## config.mk

```make
export PLATFORM = sky130hd
export DESIGN_NAME = ldi_sqrt
export DESIGN_NICKNAME = d
export VERILOG_FILES = /design/src/rtl/ldi_pkg.sv /design/src/rtl/ldi_sqrt.sv
export SDC_FILE = /design/constraint.sdc
export NUM_CORES = 2
export LEC_CHECK = 0
export BUFFER_PORTS_ARGS = -buffer_cell sky130_fd_sc_hd__buf_2
export CORE_MARGIN = 5
export CORE_UTILIZATION = 35
export CTS_CLUSTER_SIZE = 14
export DETAILED_ROUTE_END_ITERATION = 8
export GPL_TIMING_DRIVEN = 1
export HOLD_SLACK_MARGIN = 0.03
export PLACE_DENSITY = 0.6
export SYNTH_ARGS = -nofsm -noshare
export SYNTH_HDL_FRONTEND = slang
export SYNTH_SLANG_ARGS = --single-unit
```

## constraint.sdc

```tcl
create_clock -name i_clk -period 4.2 [get_ports i_clk]
set_input_delay 0.42 -clock i_clk [delete_from_list [all_inputs] [get_ports i_clk]]
set_output_delay 0.42 -clock i_clk [all_outputs]
set_load 0.02 [all_outputs]
```

## src/rtl/ldi_pkg.sv

```systemverilog
// Shared types, widths and constants for the Lambert diffuse intensity pipeline.
`default_nettype none
package ldi_pkg;

    // Beat field widths
    localparam int COORD_W = 32;
    localparam int NRM_W   = 16;
    localparam int BRT_W   = 17;
    localparam int OUT_W   = 17;

    // Internal datapath widths
    localparam int DIFF_W  = COORD_W + 1;     // light minus point, magnitude
    localparam int POS_W   = $clog2(DIFF_W);  // leading-one position
    localparam int MAG_W   = 24;              // normalized component magnitude
    localparam int MAG_MSB = MAG_W - 1;       // target leading-one position
    localparam int SQ_W    = 2 * MAG_W;       // one squared component
    localparam int SUM_W   = SQ_W + 2;        // sum of three squares
    localparam int ROOT_W  = SUM_W / 2;       // floor square root
    localparam int PR_W    = NRM_W + MAG_W + 1; // normal times signed component
    localparam int DOT_W   = PR_W + 2;        // sum of three products
    localparam int ABS_W   = DOT_W - 1;       // magnitude of the dot product
    localparam int COS_SH  = 16;              // cosine scale before the divide
    localparam int NUM_W   = ABS_W + COS_SH;  // dividend width
    localparam int Q_W     = 33;              // cosine magnitude, Q2.30 plus guard
    localparam int PROD_W  = BRT_W + Q_W;     // brightness times cosine
    localparam int PROD_FRAC = 46;            // fraction bits of that product

    localparam int OUT_FRAC_DEF = 16;

    typedef struct packed {
        logic signed [COORD_W-1:0] point_x;
        logic signed [COORD_W-1:0] point_y;
        logic signed [COORD_W-1:0] point_z;
        logic signed [NRM_W-1:0]   normal_x;
        logic signed [NRM_W-1:0]   normal_y;
        logic signed [NRM_W-1:0]   normal_z;
        logic signed [COORD_W-1:0] light_x;
        logic signed [COORD_W-1:0] light_y;
        logic signed [COORD_W-1:0] light_z;
        logic        [BRT_W-1:0]   brightness;
        logic                      two_sided;
    } t_in_beat;

    typedef struct packed {
        logic [OUT_W-1:0] intensity;
        logic             degenerate;
    } t_out_beat;

endpackage
`default_nettype wire

```

## src/rtl/ldi_sqrt.sv

```systemverilog
// Pipelined floor square root, one result bit per register stage.
`default_nettype none
module ldi_sqrt #(
    parameter int SIDE_W = 1
) (
    input  wire                          i_clk,
    input  wire                          i_rst_n,
    input  wire                          i_adv,
    input  wire                          i_v,
    input  wire  [ldi_pkg::SUM_W-1:0]    i_rad,
    input  wire  [SIDE_W-1:0]            i_side,
    output logic                         o_v,
    output logic [ldi_pkg::ROOT_W-1:0]   o_root,
    output logic [SIDE_W-1:0]            o_side
);
    localparam int RW    = ldi_pkg::ROOT_W;
    localparam int SW    = ldi_pkg::SUM_W;
    localparam int REM_W = RW + 2;

    logic              r_v    [RW];
    logic [REM_W-1:0]  r_rem  [RW];
    logic [RW-1:0]     r_root [RW];
    logic [SW-1:0]     r_rad  [RW];
    logic [SIDE_W-1:0] r_side [RW];

    for (genvar k = 0; k < RW; k++) begin : g_st
        localparam int B = RW - 1 - k;
        logic              w_v_in;
        logic [REM_W-1:0]  w_rem_in;
        logic [RW-1:0]     w_root_in;
        logic [SW-1:0]     w_rad_in;
        logic [SIDE_W-1:0] w_side_in;
        logic [REM_W-1:0]  w_cur;
        logic [REM_W-1:0]  w_trial;

        if (k == 0) begin : g_first
            assign w_v_in    = i_v;
            assign w_rem_in  = '0;
            assign w_root_in = '0;
            assign w_rad_in  = i_rad;
            assign w_side_in = i_side;
        end else begin : g_next
            assign w_v_in    = r_v[k-1];
            assign w_rem_in  = r_rem[k-1];
            assign w_root_in = r_root[k-1];
            assign w_rad_in  = r_rad[k-1];
            assign w_side_in = r_side[k-1];
        end

        // Bring down the next two radicand bits and try root*4+1
        assign w_cur   = {w_rem_in[REM_W-3:0], w_rad_in[2*B+1 -: 2]};
        assign w_trial = {w_root_in, 2'b01};

        always_ff @(posedge i_clk) begin
            if (!i_rst_n) begin
                r_v[k] <= 1'b0;
            end else if (i_adv) begin
                r_v[k] <= w_v_in;
            end
        end

        always_ff @(posedge i_clk) begin
            if (i_adv) begin
                r_rad[k]  <= w_rad_in;
                r_side[k] <= w_side_in;
                if (w_cur >= w_trial) begin
                    r_rem[k]  <= w_cur - w_trial;
                    r_root[k] <= {w_root_in[RW-2:0], 1'b1};
                end else begin
                    r_rem[k]  <= w_cur;
                    r_root[k] <= {w_root_in[RW-2:0], 1'b0};
                end
            end
        end
    end

    assign o_v    = r_v[RW-1];
    assign o_root = r_root[RW-1];
    assign o_side = r_side[RW-1];
endmodule
`default_nettype wire

```

==> out/metrics.cfg <==
[critical_path]
cp_cell_sequence=ha_1 -> or3_1 -> o22ai_1 -> a211oi_1 -> or2_2 -> a211oi_1 -> o21ai_0 -> a21oi_2 -> buf_12 -> nor3_1 -> a21o_1
cp-end-kind=register
critPathLaunch=r_rem[10][29]
required_ps=4700
critPathMaxStageDelay_ps=540
slowest_stage=a211oi_1
crit_top_cell=a211oi_1
cp-start-kind=register
reg2reg_from=r_rem[10][29]
cp_data_arrival_time_ps=4170
crit_fanout=47
crit_type=register to register

[synthesis]
synth_cell_type_count=77
synth_ff_type=edfxtp_1
async_flop_share_pct=0
synth_enable_flop_cells=1541
synth-seq-area-share_pct=65.6
synth-seq-cells=1543
netlist_area_mm2=0.0706
syn_nets=5741
synthCells=5334
ys_warn_count=0
syn_avg_cell_area_um2=13.2

[cells_and_area]
layout_common_cells=edfxtp_1, inv_1, nand2_1
final_common_cell=edfxtp_1
area_delta_synth_final_pct=14.0
drive_gt1_share_pct=8.74
fill_cells=18600
fin_nets=5995

[clocking]
post_cts_buffers=0
cts_htree_levels=4
clockBufferDepth=3
hold_buffers=54
clock_latency_ps=790
cts_tree=yes
cts_resized=0
cts_root_buffer=clkbuf_16
cts.sinks=1543
cts_inserted_buffers=171
clk_pin_slew_ps=60

[place]
gp_congestion=0.901
port_buffers=81
dp_hpwl_um=92000
post-place-ws_ps=601

[die]
die_area_mm2=0.211
start_util_pct=35.2
core_mm2=0.200
rows=164
die_x_um=459
ioPinCount=82
die_y_um=459

[power]
switchingPower_uw=11600
peakVddDrop_uv=341
comb_power_share_pct=18.3
leakagePower_uw=0.0305
pwr_density_cell_mw_per_mm2=530
clock_power_share_pct=33.8
swShare_pct=27.2
p_int_uw=31000
pwr-share-seq_pct=47.9

[outcome]
status=completed

[sta]
drv_slew=0
fin_crit_ps=3670
hold_viol=0
period_share_pct=87.4
slew_headroom_pct=25.3
final-setup-viol-count=0
tns_ps=0
tightest_slew_ps=1110
worst_slack_ps=528
fmax_ghz=0.272
worst_clock_skew_ps=48.6
rsz0062_at_grt=false

[route]
ant_nets=0
drt-wirelength-per-cell_um=15.6
via_per_inst=4.85
wirelength_um=131000
vias=40600
detail_route.first_pass.iterations=8
drc=0
drt_iter0_markers=2322

[grt]
grt_pass1_wl_um=211000
grt_usage_pct=12.2
antenna_found_initial=1
grt_pass1_vias=40900
grt_max_degree=174
grt_overflow=0

[min_path]
hp-class=input port to register
hp-start=i_rad[46]

[run]
maxCapViolations=0

-- final timing paths --
kind | to | slack [ps] | depth (start not counted)
max | r_rem[11][24] | 530 | 11
min | r_rad[0][46] | 320 | 2
min reg2reg | r_rad[2][6] | 380 | 0
max reg2reg | r_rem[11][24] | 530 | 11
-- power by group through the flow --
stage	clock [uW]	combinational, uW	sequential (uW)
after global routing	15600	8750	20600
after floorplan	0	6010	20300
after detailed placement	0	7750	20800
after global placement	0	7570	20700
after CTS	15000	7840	20400
final	14400	7810	20400
-- critical path: cells and delay by family, from the launching register on --
family,cells,cell delay (ps)
fa+ha+maj,1,270
flops,1,400
buf+inv,1,220
simple gates,3,810
compound gates,6,1670
-- metrics by stage --
step / instances / area [um2] / power (uW) / hold WS [ps] / util (%)
3_3_place_gp: 8017 / 74400 / 28300 / 400 / 37.2
3_5_place_dp: 8017 / 74400 / 28500 / 405 / 37.2
2_1_floorplan: 5334 / 70600 / 26300 / 400 / -
4_1_cts: 8377 / 80500 / 43200 / 214 / 40.2
6_report: 8378 / 80500 / 42600 / 319 / 40.2
5_1_grt: 8377 / 80500 / 45000 / 254 / 40.2
-- flip-flops by register name, indices dropped and copies added, names as in the netlist --
register and count:
r_v 25, r_rad 600, r_root 325, r_rem 568, r_side 25
-- cell usage after synthesis, types with 43 or more instances --
cell,count,share of area [%]
xnor2_1,225,2.8
xor2_1,214,2.7
and3_1,59,0.52
o21a_1,77,0.82
nor4_1,71,0.63
nand2_1,393,2.1
mux2_2,69,1.1
o21ai_0,297,2.1
clkbuf_1,95,0.51
a21o_1,133,1.4
a21oi_1,241,1.7
nand2b_1,68,0.60
ha_1,352,6.2
nand4_1,43,0.38
edfxtp_1,1541,66
nand3_1,79,0.56
inv_1,451,2.4
nor3_1,163,1.2
nor2_1,265,1.4
or3_1,62,0.55
-- layer usage --
metal	global-route usage [%]	share of wire [%]	vias up
li1	-	-	20200
met1	14.4	42	19300
met2	21.6	50	808
met3	2.31	4.1	313
met4	5.58	4.3	0
met5	0	0	-
-- logic make-up after synthesis --
| family | share of synthesized area (%) |
|---|---|
| AOI/OAI and AO/OA | 8.84 |
| adders and majority gates | 6.24 |
| DFF | 65.6 |
| buffers and inverters | 3.00 |
| muxes | 1.26 |
| and+or+nand+nor | 9.58 |
| xor gates and xnor gates | 5.45 |
-- layout make-up --
type | count | area, um2 | share of cell area, %
Tap cell | 2656 | 3320 | 4.13
Multi-Input combinational cell | 3231 | 22200 | 27.5
Sequential cell | 1543 | 46300 | 57.6
Clock inverter | 103 | 1060 | 1.32
Antenna cell | 1 | 2.50 | 0.00311
Timing Repair Buffer | 189 | 1480 | 1.84
Clock buffer | 203 | 4420 | 5.49
Inverter | 452 | 1700 | 2.11
Note: power is estimated with default switching activity, not from simulation.
