==> config.mk <==
export PLATFORM = sky130hd
export DESIGN_NAME = ldi_div
export DESIGN_NICKNAME = d
export VERILOG_FILES = /design/src/rtl/ldi_pkg.sv /design/src/rtl/ldi_div.sv
export SDC_FILE = /design/constraint.sdc
export NUM_CORES = 2
export LEC_CHECK = 0
export ABC_CLOCK_PERIOD_IN_PS = 7900
export BUFFER_PORTS_ARGS = -buffer_cell sky130_fd_sc_hd__buf_2
export CORE_MARGIN = 5
export CORE_UTILIZATION = 45
export DETAILED_ROUTE_END_ITERATION = 6
export PLACE_DENSITY = 0.58
export SLEW_MARGIN = 20
export SYNTH_ARGS = -nofsm -noshare
export SYNTH_HDL_FRONTEND = slang
export SYNTH_MEMORY_MAX_BITS = 65536
export SYNTH_SLANG_ARGS = --single-unit
==> constraint.sdc <==
create_clock -name i_clk -period 7.9 [get_ports i_clk]
set_input_delay 1.975 -clock i_clk [delete_from_list [all_inputs] [get_ports i_clk]]
set_output_delay 1.975 -clock i_clk [all_outputs]
set_load 0.005 [all_outputs]
==> src/rtl/ldi_pkg.sv <==
// Shared types, widths and constants for the Lambert diffuse intensity pipeline.
`default_nettype none
package ldi_pkg;

    // Beat field widths
    localparam int COORD_W = 32;
    localparam int NRM_W   = 16;
    localparam int BRT_W   = 17;
    localparam int OUT_W   = 17;

    // Internal datapath widths
    localparam int DIFF_W  = COORD_W + 1;     // light minus point, magnitude
    localparam int POS_W   = $clog2(DIFF_W);  // leading-one position
    localparam int MAG_W   = 24;              // normalized component magnitude
    localparam int MAG_MSB = MAG_W - 1;       // target leading-one position
    localparam int SQ_W    = 2 * MAG_W;       // one squared component
    localparam int SUM_W   = SQ_W + 2;        // sum of three squares
    localparam int ROOT_W  = SUM_W / 2;       // floor square root
    localparam int PR_W    = NRM_W + MAG_W + 1; // normal times signed component
    localparam int DOT_W   = PR_W + 2;        // sum of three products
    localparam int ABS_W   = DOT_W - 1;       // magnitude of the dot product
    localparam int COS_SH  = 16;              // cosine scale before the divide
    localparam int NUM_W   = ABS_W + COS_SH;  // dividend width
    localparam int Q_W     = 33;              // cosine magnitude, Q2.30 plus guard
    localparam int PROD_W  = BRT_W + Q_W;     // brightness times cosine
    localparam int PROD_FRAC = 46;            // fraction bits of that product

    localparam int OUT_FRAC_DEF = 16;

    typedef struct packed {
        logic signed [COORD_W-1:0] point_x;
        logic signed [COORD_W-1:0] point_y;
        logic signed [COORD_W-1:0] point_z;
        logic signed [NRM_W-1:0]   normal_x;
        logic signed [NRM_W-1:0]   normal_y;
        logic signed [NRM_W-1:0]   normal_z;
        logic signed [COORD_W-1:0] light_x;
        logic signed [COORD_W-1:0] light_y;
        logic signed [COORD_W-1:0] light_z;
        logic        [BRT_W-1:0]   brightness;
        logic                      two_sided;
    } t_in_beat;

    typedef struct packed {
        logic [OUT_W-1:0] intensity;
        logic             degenerate;
    } t_out_beat;

endpackage
`default_nettype wire

==> src/rtl/ldi_div.sv <==
// Pipelined restoring divider, one quotient bit per register stage.
`default_nettype none
module ldi_div #(
    parameter int SIDE_W = 1
) (
    input  wire                          i_clk,
    input  wire                          i_rst_n,
    input  wire                          i_adv,
    input  wire                          i_v,
    input  wire  [ldi_pkg::NUM_W-1:0]    i_num,
    input  wire  [ldi_pkg::ROOT_W-1:0]   i_den,
    input  wire  [SIDE_W-1:0]            i_side,
    output logic                         o_v,
    output logic [ldi_pkg::Q_W-1:0]      o_quo,
    output logic [SIDE_W-1:0]            o_side
);
    localparam int QW    = ldi_pkg::Q_W;
    localparam int NW    = ldi_pkg::NUM_W;
    localparam int DW    = ldi_pkg::ROOT_W;
    localparam int CUR_W = DW + 1;

    logic              r_v    [QW];
    logic [DW-1:0]     r_rem  [QW];
    logic [QW-1:0]     r_quo  [QW];
    logic [NW-1:0]     r_num  [QW];
    logic [DW-1:0]     r_den  [QW];
    logic [SIDE_W-1:0] r_side [QW];

    for (genvar k = 0; k < QW; k++) begin : g_st
        localparam int B = QW - 1 - k;
        logic              w_v_in;
        logic [DW-1:0]     w_rem_in;
        logic [QW-1:0]     w_quo_in;
        logic [NW-1:0]     w_num_in;
        logic [DW-1:0]     w_den_in;
        logic [SIDE_W-1:0] w_side_in;
        logic [CUR_W-1:0]  w_cur;
        logic [CUR_W-1:0]  w_diff;

        if (k == 0) begin : g_first
            // Quotient fits QW bits, so the top dividend bits are below the divisor
            assign w_v_in    = i_v;
            assign w_rem_in  = i_num[NW-1:QW];
            assign w_quo_in  = '0;
            assign w_num_in  = i_num;
            assign w_den_in  = i_den;
            assign w_side_in = i_side;
        end else begin : g_next
            assign w_v_in    = r_v[k-1];
            assign w_rem_in  = r_rem[k-1];
            assign w_quo_in  = r_quo[k-1];
            assign w_num_in  = r_num[k-1];
            assign w_den_in  = r_den[k-1];
            assign w_side_in = r_side[k-1];
        end

        // Shift in the next dividend bit and subtract if it fits
        assign w_cur  = {w_rem_in, w_num_in[B]};
        assign w_diff = w_cur - {1'b0, w_den_in};

        always_ff @(posedge i_clk) begin
            if (!i_rst_n) begin
                r_v[k] <= 1'b0;
            end else if (i_adv) begin
                r_v[k] <= w_v_in;
            end
        end

        always_ff @(posedge i_clk) begin
            if (i_adv) begin
                r_num[k]  <= w_num_in;
                r_den[k]  <= w_den_in;
                r_side[k] <= w_side_in;
                if (w_cur >= {1'b0, w_den_in}) begin
                    r_rem[k] <= w_diff[DW-1:0];
                    r_quo[k] <= {w_quo_in[QW-2:0], 1'b1};
                end else begin
                    r_rem[k] <= w_cur[DW-1:0];
                    r_quo[k] <= {w_quo_in[QW-2:0], 1'b0};
                end
            end
        end
    end

    assign o_v    = r_v[QW-1];
    assign o_quo  = r_quo[QW-1];
    assign o_side = r_side[QW-1];
endmodule
`default_nettype wire

==> summary.md <==
| Metric | Value |
|---|---|
| Finish-stage setup viols | `0` |
| # DRC | `4` |
| Row Count | `200` |
| Die area | `308300 um2` |
| Yosys warnings | `0` |
| Type of the most critical hold path | `reg2reg` |
| CP startpoint kind | `input port` |
| Finished Core Util | `50.42%` |
| Layout area overhead | `11.76%` |
| Initial antenna violation count | `7` |
| RSZ-0062 raised after global routing | `false` |
| Total GRT Usage | `18.20%` |
| Antenna-violating nets left | `0` |
| Total I/O pin count | `123` |
| CTS Root Cell | `clkbuf_16` |
| Worst slack at placement | `2146 ps` |
| Main synth FF type | `edfxtp_1` |
| EDFF count, synth | `2753` |
| Kind of critical path | `in2reg` |
| Area post-placement | `139200 um2` |
| Failing checks | `design-rule violations` |
| Fmax | `0.2024 GHz` |
| Setup crit end kind | `flop` |
| Top post-synthesis cells by area | `edfxtp_1 (62%), ha_1 (7.7%), inv_1 (2.9%)` |
| Post-route cell area | `149500 um2` |
| LEAKAGE | `58.54 nW` |
| Asr flop ratio synth | `0%` |
| Final Power | `57.70 mW` |
| Final #Nets | `11720` |
| Sequential element share of the synthesized area | `61.82%` |
| Vias/cell | `5.385` |
| PortBufs | `122` |
| Max VDD drop | `238.6 uV` |
| Post-CTS sizing | `0` |
| Commonest cells after routing, fill and taps aside | `edfxtp_1 (2753), inv_1 (1040), ha_1 (825)` |
| Die width | `555.2 um` |
| Die H | `555.2 um` |
| Hold Vio Cnt, Final | `0` |
| First-pass DRT Iterations | `7` |
| Final worst slack | `2958 ps` |
| Worst-path clk slew | `60 ps` |
| Deepest clock path buffer count | `4` |
| Initial Util | `45.11%` |
| Fillcell total | `25510` |
| Worst-case clock skew | `74.86 ps` |
| Syn_area_per_cell | `12.72 um2` |
| RePlAce Congestion | `0.8951` |
| Total grt overflow | `0` |
| Worst Path Max Fanout | `22` |
| Final WL | `287200 um` |
| Setup_tns | `0 ps` |
| Status | `finished with violations` |
| Power density cells | `385.9 nW/um2` |
| Mapped cell area | `133800 um2` |
| Max-cap violation count | `0` |
| Worst Tran Pin Value | `1085 ps` |
| Yosys cell types | `91` |
| CTS tree | `yes` |
| Synth Instances | `10520` |
| FF-to-FF setup slack | `3360 ps` |
| Vias | `80640` |
| Critical path data arrival time | `5550 ps` |
| Required @ worst endpoint | `8510 ps` |
| Routed WL per cell | `19.18 um` |
| Count of pins over their slew limit | `0` |
| Core area | `296500 um2` |
| Sink Count | `2755` |
| Synth top area share | `61.79%` |
| Postcts setup bufs | `0` |
| Num CTS Buffers | `308` |
| Most common cell after layout, fill and taps aside | `edfxtp_1` |
| Clock Latency Late Sink | `920 ps` |
| Synth Register Bits | `2755` |
| Post-synth top area cell | `edfxtp_1` |
| Hold_buf cts | `0` |
| Synthesized Nets | `11460` |
| Crit share post-route | `62.56%` |
| Largest net degree at the start of global routing | `182` |
| CTS H-tree depth | `5` |
| Wire length of the first global-routing pass | `450100 um` |
| Detail Placement HPWL | `208900 um` |
| Vias in the first global route | `79850` |
| Initial DRC count | `6151` |
| Relative slew margins | `27.09%` |
| Period minus WS final | `4942 ps` |
| Share of cells above drive strength 1 | `9.371%` |
-- critical path: stages --
cell and delay [ps]:
buf_2 90, inv_1 50, ha_1 220, fa_1 420, nor2b_1 130, o21ai_0 130
a21oi_1 290, o211ai_1 150, a21oi_1 300, nor2_1 170, o221ai_2 350, o2111a_1 260
or3_1 200, buf_4 390, mux2_2 390
-- layout make-up --
| cell class | count | area [um2] | share of cell area (%) |
|---|---|---|---|
| multi-input combinational | 6480 | 46380 | 31.02 |
| antenna | 13 | 32.53 | 0.02176 |
| timing repair buffer | 193 | 1381 | 0.9239 |
| sequential | 2755 | 82710 | 55.32 |
| inverter | 1040 | 3904 | 2.611 |
| clock inverter | 196 | 2262 | 1.513 |
| tap | 3939 | 4928 | 3.296 |
| clock buffer | 359 | 7920 | 5.297 |
-- power breakdown --
group | switching (mW) | total, mW | internal [mW] | leakage (nW)
logic | 12.0 | 21.3 | 9.28 | 26.7
clock network | 5.94 | 14.3 | 8.36 | 4.91
registers | 1.81 | 22.1 | 20.3 | 26.9
total | 19.7 | 57.7 | 38.0 | 58.5
-- worst paths after layout --
check | start | endpoint | depth (start not counted)
worst max register to register | r_num[0][1627]$_DFFE_PP_ | r_rem[29][3]$_DFFE_PP_ | 13
worst min-delay path | r_num[0][526]$_DFFE_PP_ | r_num[0][584]$_DFFE_PP_ | 0
worst min register to register | r_num[0][526]$_DFFE_PP_ | r_num[0][584]$_DFFE_PP_ | 0
worst max-delay path | i_num[32] | r_rem[0][2]$_DFFE_PP_ | 15
-- sequential cells by signal, summed over array words and instances, names as in the netlist --
signal  count
r_den     800
r_num     528
r_quo     561
r_rem     800
r_side     33
r_v        33
-- cell families (layout without fill, tap and decap cells) --
| logic type | Yosys count | count (layout) | synth area share, % |
|---|---|---|---|
| AO/OA/AOI/OAI | 2460 | 2460 | 11.33 |
| adder cells (fa/ha/maj) | 857 | 857 | 8.195 |
| XOR/XNOR | 658 | 658 | 4.308 |
| multiplexers | 361 | 361 | 2.998 |
| other | 0 | 13 | 0 |
| AND/OR/NAND/NOR | 2144 | 2144 | 7.693 |
| buffers and inverters | 1283 | 1788 | 3.648 |
| flip-flops | 2755 | 2755 | 61.82 |
-- Yosys cell counts (32+ instances only) --
cell type / instances
and2_1: 70
a31oi_1: 77
edfxtp_1: 2753
nor2_1: 427
nand4_1: 116
xor2_1: 274
nor2b_1: 128
o21bai_1: 84
a211oi_1: 47
inv_1: 1040
o21ai_0: 733
a21oi_1: 703
a21o_1: 346
clkbuf_1: 200
o211ai_1: 38
nand3_1: 153
o31ai_1: 49
fa_1: 32
and3_1: 77
nand2_1: 772
xnor2_1: 384
o21a_1: 102
ha_1: 825
mux2i_1: 44
mux2_2: 300
nor3_1: 107
nand2b_1: 115
-- through the flow --
step,cells,hold slack [ps]
finish,14980,367.1
global route,14970,370.7
CTS,14960,366.0
detailed placement,14400,404.5
global placement,14400,400.4
floorplan,10520,400.3
-- routing by layer --
metal	track usage [%]	part of all wire, %	vias up
met5	0	0	-
met4	6.771	3.8	0
met3	2.357	4.2	518
met2	28.86	45	1721
met1	25.73	47	39130
li1	-	-	39270
(Power assumes the default switching activity.)
